==> src/hw/rtl/wavhp_pkg.sv <==
// Shared types, tags and codes for the WAV header parser.
`timescale 1ns / 1ps

package wavhp_pkg;

    // Chunk and file tags, first byte of the stream in the top byte
    localparam logic [31:0] TAG_RIFF = 32'h5249_4646;
    localparam logic [31:0] TAG_WAVE = 32'h5741_5645;
    localparam logic [31:0] TAG_FMT  = 32'h666D_7420;
    localparam logic [31:0] TAG_FACT = 32'h6661_6374;
    localparam logic [31:0] TAG_LIST = 32'h4C49_5354;
    localparam logic [31:0] TAG_DATA = 32'h6461_7461;

    localparam logic [31:0] FMT_MIN_LEN = 32'd16;
    localparam logic [7:0]  PCM_CODE    = 8'd1;
    localparam logic [31:0] ID_LEN      = 32'd4;

    // fmt body byte positions that carry captured fields
    localparam logic [3:0] FMT_CODE_LO = 4'd0;
    localparam logic [3:0] FMT_CODE_HI = 4'd1;
    localparam logic [3:0] FMT_CH_LO   = 4'd2;
    localparam logic [3:0] FMT_CH_HI   = 4'd3;
    localparam logic [3:0] FMT_RATE_B0 = 4'd4;
    localparam logic [3:0] FMT_RATE_B1 = 4'd5;
    localparam logic [3:0] FMT_RATE_B2 = 4'd6;
    localparam logic [3:0] FMT_RATE_B3 = 4'd7;
    localparam logic [3:0] FMT_BITS_LO = 4'd14;
    localparam logic [3:0] FMT_BITS_HI = 4'd15;

    typedef enum logic [8:0] {
        PH_RIFF    = 9'b0_0000_0001,
        PH_RIFFLEN = 9'b0_0000_0010,
        PH_WAVE    = 9'b0_0000_0100,
        PH_ID      = 9'b0_0000_1000,
        PH_LEN     = 9'b0_0001_0000,
        PH_SKIP    = 9'b0_0010_0000,
        PH_FMT     = 9'b0_0100_0000,
        PH_PAYLOAD = 9'b0_1000_0000,
        PH_ERROR   = 9'b1_0000_0000
    } phase_t;

    typedef enum logic [2:0] {
        ERR_NONE        = 3'd0,
        ERR_NOT_RIFF    = 3'd1,
        ERR_NOT_WAVE    = 3'd2,
        ERR_UNSUPPORTED = 3'd3,
        ERR_FMT_SHORT   = 3'd4,
        ERR_NOT_PCM     = 3'd5,
        ERR_EARLY_END   = 3'd6
    } err_t;

    typedef enum logic [1:0] {
        STAGE_HEADER  = 2'd0,
        STAGE_PAYLOAD = 2'd1,
        STAGE_ERROR   = 2'd2
    } stage_t;

    typedef struct packed {
        phase_t      phase;
        logic [31:0] field_counter;
        logic [31:0] tag_shift;
        logic [31:0] chunk_length;
        logic        fmt_seen;
        logic [15:0] held_channels;
        logic [31:0] held_rate;
        logic [15:0] held_bits;
        logic [31:0] held_data_length;
        err_t        held_error;
    } state_t;

    typedef struct packed {
        stage_t      stage;
        err_t        error_code;
        logic [15:0] channel_count;
        logic [31:0] sample_rate;
        logic [15:0] sample_bits;
        logic [31:0] data_length;
        logic        payload_valid;
        logic [7:0]  payload_byte;
    } result_t;

    localparam state_t STATE_RESET = '{
        PH_RIFF, 32'd0, 32'd0, 32'd0, 1'b0,
        16'd0, 32'd0, 16'd0, 32'd0, ERR_NONE
    };

endpackage

==> src/hw/rtl/wavhp_next.sv <==
// Per-byte next-state and result logic of the WAV header parser.
`timescale 1ns / 1ps

module wavhp_next (
    input  wavhp_pkg::state_t  cur,
    input  logic [7:0]         in_byte,
    input  logic               end_of_stream,
    output wavhp_pkg::state_t  nxt,
    output wavhp_pkg::result_t res
);
    import wavhp_pkg::*;

    logic [31:0] cnt_inc;
    logic [31:0] len_shift;
    logic [31:0] fmt_rest;
    logic [3:0]  fmt_idx;
    logic        pv;
    state_t      upd;

    assign cnt_inc   = cur.field_counter + 32'd1;
    assign len_shift = {in_byte, cur.chunk_length[31:8]};
    assign fmt_rest  = cur.chunk_length - FMT_MIN_LEN;
    assign fmt_idx   = cur.field_counter[3:0];

    // State update for one byte
    always_comb
    begin
        upd = cur;
        pv  = 1'b0;
        unique case (cur.phase)
            PH_RIFF, PH_WAVE, PH_ID:
            begin
                upd.tag_shift     = {cur.tag_shift[23:0], in_byte};
                upd.field_counter = cnt_inc;
                if (cnt_inc >= ID_LEN)
                begin
                    upd.field_counter = 32'd0;
                    if (cur.phase == PH_RIFF)
                    begin
                        if (upd.tag_shift == TAG_RIFF)
                        begin
                            upd.phase = PH_RIFFLEN;
                        end
                        else
                        begin
                            upd.held_error = ERR_NOT_RIFF;
                            upd.phase      = PH_ERROR;
                        end
                    end
                    else if (cur.phase == PH_WAVE)
                    begin
                        if (upd.tag_shift == TAG_WAVE)
                        begin
                            upd.phase = PH_ID;
                        end
                        else
                        begin
                            upd.held_error = ERR_NOT_WAVE;
                            upd.phase      = PH_ERROR;
                        end
                    end
                    else
                    begin
                        upd.phase = PH_LEN;
                    end
                end
            end
            PH_RIFFLEN:
            begin
                upd.field_counter = cnt_inc;
                if (cnt_inc >= ID_LEN)
                begin
                    upd.field_counter = 32'd0;
                    upd.phase         = PH_WAVE;
                end
            end
            PH_LEN:
            begin
                upd.chunk_length  = len_shift;
                upd.field_counter = cnt_inc;
                if (cnt_inc >= ID_LEN)
                begin
                    upd.field_counter = 32'd0;
                    // chunk header complete: id in tag_shift, length in len_shift
                    if (!cur.fmt_seen)
                    begin
                        if (cur.tag_shift == TAG_FMT)
                        begin
                            if (len_shift < FMT_MIN_LEN)
                            begin
                                upd.held_error = ERR_FMT_SHORT;
                                upd.phase      = PH_ERROR;
                            end
                            else
                            begin
                                upd.fmt_seen = 1'b1;
                                upd.phase    = PH_FMT;
                            end
                        end
                        else if (cur.tag_shift == TAG_FACT || cur.tag_shift == TAG_LIST)
                        begin
                            upd.phase = (len_shift != 32'd0) ? PH_SKIP : PH_ID;
                        end
                        else
                        begin
                            upd.held_error = ERR_UNSUPPORTED;
                            upd.phase      = PH_ERROR;
                        end
                    end
                    else if (cur.tag_shift == TAG_DATA)
                    begin
                        upd.held_data_length = len_shift;
                        upd.phase            = PH_PAYLOAD;
                    end
                    else
                    begin
                        upd.phase = (len_shift != 32'd0) ? PH_SKIP : PH_ID;
                    end
                end
            end
            PH_SKIP:
            begin
                upd.field_counter = cnt_inc;
                if (cnt_inc >= cur.chunk_length)
                begin
                    upd.field_counter = 32'd0;
                    upd.phase         = PH_ID;
                end
            end
            PH_FMT:
            begin
                upd.field_counter = cnt_inc;
                unique case (fmt_idx)
                    FMT_CODE_LO: upd.tag_shift = {24'd0, in_byte};
                    FMT_CODE_HI:
                    begin
                        if (!(cur.tag_shift == {24'd0, PCM_CODE} && in_byte == 8'd0))
                        begin
                            upd.field_counter = cur.field_counter;
                            upd.held_error    = ERR_NOT_PCM;
                            upd.phase         = PH_ERROR;
                        end
                    end
                    FMT_CH_LO:   upd.held_channels = cur.held_channels | {8'd0, in_byte};
                    FMT_CH_HI:   upd.held_channels = cur.held_channels | {in_byte, 8'd0};
                    FMT_RATE_B0: upd.held_rate = cur.held_rate | {24'd0, in_byte};
                    FMT_RATE_B1: upd.held_rate = cur.held_rate | {16'd0, in_byte, 8'd0};
                    FMT_RATE_B2: upd.held_rate = cur.held_rate | {8'd0, in_byte, 16'd0};
                    FMT_RATE_B3: upd.held_rate = cur.held_rate | {in_byte, 24'd0};
                    FMT_BITS_LO: upd.held_bits = cur.held_bits | {8'd0, in_byte};
                    FMT_BITS_HI: upd.held_bits = cur.held_bits | {in_byte, 8'd0};
                    default:     upd.field_counter = cnt_inc;
                endcase
                // end of the 16 standard fmt bytes: skip any extension
                if (upd.phase == PH_FMT && cnt_inc == FMT_MIN_LEN)
                begin
                    upd.chunk_length  = fmt_rest;
                    upd.field_counter = 32'd0;
                    upd.phase         = (fmt_rest != 32'd0) ? PH_SKIP : PH_ID;
                end
            end
            PH_PAYLOAD:
            begin
                pv = 1'b1;
            end
            PH_ERROR:
            begin
                upd.phase = PH_ERROR;
            end
            default:
            begin
                upd.phase = cur.phase;
            end
        endcase

        // end of stream inside the header
        if (end_of_stream && upd.phase != PH_PAYLOAD && upd.phase != PH_ERROR)
        begin
            upd.held_error = ERR_EARLY_END;
            upd.phase      = PH_ERROR;
        end
    end

    // Result of this byte and state for the next one
    always_comb
    begin
        if (pv)
        begin
            res.stage = STAGE_PAYLOAD;
        end
        else if (upd.phase == PH_ERROR)
        begin
            res.stage = STAGE_ERROR;
        end
        else
        begin
            res.stage = STAGE_HEADER;
        end
        res.error_code    = (res.stage == STAGE_ERROR) ? upd.held_error : ERR_NONE;
        res.channel_count = upd.held_channels;
        res.sample_rate   = upd.held_rate;
        res.sample_bits   = upd.held_bits;
        res.data_length   = upd.held_data_length;
        res.payload_valid = pv;
        res.payload_byte  = pv ? in_byte : 8'd0;

        nxt = end_of_stream ? STATE_RESET : upd;
    end

endmodule

==> src/hw/rtl/wavhp_out_reg.sv <==
// Result register with valid/ready handshake toward the consumer.
`timescale 1ns / 1ps

module wavhp_out_reg (
    input  logic               clk,
    input  logic               rst_n,
    input  logic               load,
    input  wavhp_pkg::result_t res_in,
    input  logic               out_ready,
    output logic               out_valid,
    output logic               take_ok,
    output wavhp_pkg::result_t res_out
);
    import wavhp_pkg::*;

    logic    valid_reg;
    logic    valid_next;
    result_t result_reg;

    // Slot is free when empty or drained this cycle
    assign take_ok    = !valid_reg || out_ready;
    assign valid_next = load || (valid_reg && !out_ready);

    always_ff @(posedge clk or negedge rst_n)
    begin
        if (!rst_n)
        begin
            valid_reg <= 1'b0;
        end
        else
        begin
            valid_reg <= valid_next;
        end
    end

    // Payload captured on each input transfer
    always_ff @(posedge clk)
    begin
        if (load)
        begin
            result_reg <= res_in;
        end
    end

    assign out_valid = valid_reg;
    assign res_out   = result_reg;

endmodule

==> src/hw/rtl/wav_header_parser_core.sv <==
// Top level of the byte-serial RIFF/WAVE PCM header parser.
//
//  channel | handshake            | payload
//  --------+----------------------+------------------------------------------
//  input   | in_valid / in_ready  | in_byte, end_of_stream
//  output  | out_valid / out_ready| stage, error_code, channel_count,
//          |                      | sample_rate, sample_bits, data_length,
//          |                      | payload_valid, payload_byte
//
// One byte per clock while in_ready is high: each transfer updates the parse
// state and loads one result into the output register, which shows it on
// the next cycle. in_ready is high whenever the output register is empty or
// being drained, so a stalled consumer holds off the producer by exactly one
// result. rst_n clears the parse state to the start of a file; end_of_stream
// does the same after its own result.
`timescale 1ns / 1ps

module wav_header_parser_core (
    input  logic        clk,
    input  logic        rst_n,
    input  logic        in_valid,
    output logic        in_ready,
    input  logic [7:0]  in_byte,
    input  logic        end_of_stream,
    output logic        out_valid,
    input  logic        out_ready,
    output logic [1:0]  stage,
    output logic [2:0]  error_code,
    output logic [15:0] channel_count,
    output logic [31:0] sample_rate,
    output logic [15:0] sample_bits,
    output logic [31:0] data_length,
    output logic        payload_valid,
    output logic [7:0]  payload_byte
);
    import wavhp_pkg::*;

    state_t  state_reg;
    state_t  state_next;
    result_t step_res;
    result_t out_res;
    logic    in_xfer;

    assign in_xfer = in_valid && in_ready;

    // Per-byte parse logic
    wavhp_next u_next (
        .cur           (state_reg),
        .in_byte       (in_byte),
        .end_of_stream (end_of_stream),
        .nxt           (state_next),
        .res           (step_res)
    );

    // Parse state advances on each input transfer
    always_ff @(posedge clk or negedge rst_n)
    begin
        if (!rst_n)
        begin
            state_reg <= STATE_RESET;
        end
        else if (in_xfer)
        begin
            state_reg <= state_next;
        end
    end

    // Output register
    wavhp_out_reg u_out (
        .clk       (clk),
        .rst_n     (rst_n),
        .load      (in_xfer),
        .res_in    (step_res),
        .out_ready (out_ready),
        .out_valid (out_valid),
        .take_ok   (in_ready),
        .res_out   (out_res)
    );

    assign stage         = out_res.stage;
    assign error_code    = out_res.error_code;
    assign channel_count = out_res.channel_count;
    assign sample_rate   = out_res.sample_rate;
    assign sample_bits   = out_res.sample_bits;
    assign data_length   = out_res.data_length;
    assign payload_valid = out_res.payload_valid;
    assign payload_byte  = out_res.payload_byte;

endmodule

==> config.mk <==
export PLATFORM = sky130hd
export DESIGN_NAME = wav_header_parser_core
export DESIGN_NICKNAME = d
export VERILOG_FILES = /design/src/hw/rtl/wavhp_pkg.sv /design/src/hw/rtl/wavhp_next.sv /design/src/hw/rtl/wavhp_out_reg.sv /design/src/hw/rtl/wav_header_parser_core.sv
export SDC_FILE = /design/constraint.sdc
export NUM_CORES = 1
export LEC_CHECK = 0
export BUFFER_PORTS_ARGS = -buffer_cell sky130_fd_sc_hd__buf_4
export CAP_MARGIN = 40
export CORE_ASPECT_RATIO = 0.7
export CORE_MARGIN = 2
export CORE_UTILIZATION = 55
export DETAILED_ROUTE_END_ITERATION = 6
export GPL_ROUTABILITY_DRIVEN = 0
export PLACE_DENSITY = 0.74
export SETUP_SLACK_MARGIN = 0.02
export SLEW_MARGIN = 30
export SYNTH_ARGS = -nofsm -noshare
export SYNTH_HDL_FRONTEND = slang
export SYNTH_SLANG_ARGS = --single-unit
==> constraint.sdc <==
create_clock -name clk -period 12.7 [get_ports clk]
set_input_delay 3.175 -clock clk [delete_from_list [all_inputs] [get_ports clk]]
set_output_delay 3.175 -clock clk [all_outputs]
set_load 0.02 [all_outputs]
==> impl_metrics.env <==
export IMPL_netlist_instances=1595
export IMPL_dr_pass1_iters=6
export IMPL_p_int_uw=1830
export IMPL_antenna_found_initial=0
export IMPL_start_util=0.559
export IMPL_area_growth_pct=14.6
export IMPL_synth_edf_count=109
export IMPL_core_area_um2=29000
export IMPL_gr_total_overflow=0
export IMPL_crit_path_max_fanout=3
export IMPL_yosysTopAreaCell="dfrtp_1"
export IMPL_crit_path_start="out_ready"
export IMPL_r2r_start="state_reg[181]$_DFFE_PN0P_"
export IMPL_final_cells=2072
export IMPL_syn_nets=1647
export IMPL_worstHoldPathType="reg2reg"
export IMPL_fin_crit_sh=0.538
export IMPL_ys_seq_area_frac=0.521
export IMPL_cts_sinks=315
export IMPL_crit_end="in_ready"
export IMPL_slowest_stage="nand2b_1"
export IMPL_synth_warnings=0
export IMPL_num_vias=13200
export IMPL_synth_top_area_share=0.317
export IMPL_drt_first_iter_violations=1687
export IMPL_pwr_share_clk=0.358
export IMPL_cp_slowest_stage_delay_ps=190
export IMPL_dpl_cell_count=2007
export IMPL_rr_worst_depth=15
export IMPL_nets=1721
export IMPL_placed_cell_area_um2=17400
export IMPL_yosys_most_used_dff="dfrtp_1"
export IMPL_outcome="finished clean"
export IMPL_io_pins=125
export IMPL_rows=52
export IMPL_rsz0062_at_grt="false"
export IMPL_die_h_um=148
export IMPL_crit_required_ps=9520
export IMPL_avgViaCountPerCell=6.37
export IMPL_maxCapViolations=0
export IMPL_cp_common_cell="buf_4"
export IMPL_p_sw_uw=819
export IMPL_fmax_mhz=146
export IMPL_pwr_density_cell_nw_per_um2=143
export IMPL_fin_tns_setup_ps=0
export IMPL_place_hpwl_um=29700
export IMPL_reg2reg_to="u_out.res_out[107]$_SDFFCE_PP0P_"
export IMPL_routed_wirelength_um=43900
export IMPL_finClkSkew_ps=12.0
export IMPL_async_flop_share=0.654
export IMPL_cts_setup_buffers=0
export IMPL_p_sw_frac=0.310
export IMPL_critical_path_arrival_ps=3660
export IMPL_grt_pass1_wl_um=68400
export IMPL_p_leak_uw=0.00846
export IMPL_numCtsBuffers=31
export IMPL_path_clk_slew_ps=60
export IMPL_cts_max_path_buffers=3
export IMPL_ys_ff_latch=315
export IMPL_dieArea_um2=30800
export IMPL_hold_viol_final=0
export IMPL_synth_commonest_cells="nand2_1, dfrtp_1, edfxtp_1"
export IMPL_design_area_um2=18500
export IMPL_finalCriticalPeriod_ps=6830
export IMPL_largest_register_ffs=205
export IMPL_post_route_drc_count=0
export IMPL_worstSetupStartpointType="primary input"
export IMPL_place_port_buffers=124
export IMPL_drt_wirelength_per_cell_um=21.2
export IMPL_antenna_left=0
export IMPL_cts_tree="built"
export IMPL_synthTopCellsByArea="dfrtp_1, edfxtp_1, nand2_1"
export IMPL_clock_latency_ps=580
export IMPL_synth_most_common_cell="nand2_1"
export IMPL_n_antenna_cell=0
export IMPL_ys_types=74
export IMPL_track_usage=0.279
export IMPL_die_w_um=209
export IMPL_cts_repair_resize_count=0
export IMPL_critPathKind="in2out"
export IMPL_crit_path_end_kind="output pin"
export IMPL_p_comb_frac=0.192
export IMPL_cts_root_buf="clkbuf_16"
export IMPL_h_tree_depth=1
export IMPL_finalSetupViolCount=0
export IMPL_vdd_drop_max_uv=99.4
export IMPL_post_route_util=0.641
export IMPL_cp_cell_sequence="buf_4 > nand2b_1 > buf_4"
export IMPL_grt_max_degree=101
export IMPL_cts_hold_repair_buffers=0
export IMPL_tightest_slew_ps=783
export IMPL_synth_area_um2=16200
export IMPL_layout_drive_gt1_share=0.145
export IMPL_r2r_setup_slack_ps=7330
export IMPL_syn_avg_cell_area_um2=10.1
export IMPL_slew_violations=0
export IMPL_relSlewSlack=0.473
export IMPL_first_global_vias=12000
export IMPL_p_seq_frac=0.449
-- cells by family after synthesis --
kind of cell	count (synthesis)	share of synthesized area
compound gates	432	0.178
xor+xnor	41	0.0222
fa+ha+maj	39	0.0302
buf+inv	160	0.0400
flops	315	0.521
mux	37	0.0257
simple gates	571	0.183
-- power groups by stage --
stage	clock network, µW	registers, µW	logic [µW]
CTS	963	1180	489
global placement	0	1200	476
floorplan	0	1190	320
detailed placement	0	1200	486
finish	948	1190	509
global route	1000	1190	554
-- metal layers --
layer	global-route usage	vias to the layer above	routed length [µm]	part of all wire
li1	-	5972	-	-
met1	0.451	6488	20400	0.46
met2	0.392	679	18800	0.43
met3	0.0542	55	4200	0.096
met4	0.0493	0	522	0.012
met5	0	-	0	0
-- worst max-delay path, delay by kind of cell --
kind                   cells  cell delay, ps
AND/OR/NAND/NOR            1             190
buffers and inverters      2             280
-- layout by cell type (no fill, tap or decap), types with 12 or more instances in the layout --
cell type	n
a21boi_0	44
a21o_1	69
a21oi_1	61
a22o_1	63
a31oi_1	18
and2_1	13
and3_1	19
buf_4	138
clkbuf_16	31
dfrtp_1	205
edfxtp_1	109
ha_1	39
inv_1	51
mux2_2	24
nand2_1	212
nand2b_1	40
nand3_1	36
nand4_1	34
nor2_1	71
nor3_1	36
nor4_1	27
o211ai_1	12
o21ai_0	101
o22ai_1	15
xnor2_1	27
xor2_1	14
-- worst min path at each step --
| stage | slack [ps] | from | cells after the start | endpoint |
|---|---|---|---|---|
| after floorplan | 470 | state_reg[161]$_DFFE_PN0P_ | 2 | state_reg[161]$_DFFE_PN0P_ |
| after global placement | 480 | state_reg[30]$_DFFE_PN0P_ | 1 | state_reg[30]$_DFFE_PN0P_ |
| after detailed placement | 480 | state_reg[31]$_DFFE_PN0P_ | 1 | state_reg[31]$_DFFE_PN0P_ |
| after CTS | 500 | state_reg[31]$_DFFE_PN0P_ | 1 | state_reg[31]$_DFFE_PN0P_ |
| after global routing | 520 | state_reg[31]$_DFFE_PN0P_ | 1 | state_reg[31]$_DFFE_PN0P_ |
| final | 500 | state_reg[31]$_DFFE_PN0P_ | 1 | state_reg[31]$_DFFE_PN0P_ |
-- area by class of cell --
| class | count | area [µm²] |
|---|---|---|
| fill | 2282 | 10400 |
| sequential | 315 | 8430 |
| multi-input combinational | 1120 | 7170 |
| timing repair buffer | 149 | 1240 |
| clock buffer | 40 | 840 |
| tap | 378 | 473 |
| clock inverter | 18 | 204 |
| inverter | 52 | 198 |
-- per-stage QoR --
stage	hold WS, ps	setup WS (ps)	power, µW
detailed placement	485	5860	1690
global route	516	5850	2750
floorplan	465	5280	1510
global placement	480	5870	1680
finish	501	5870	2640
CTS	503	5860	2640
(Power assumes the default switching activity.)
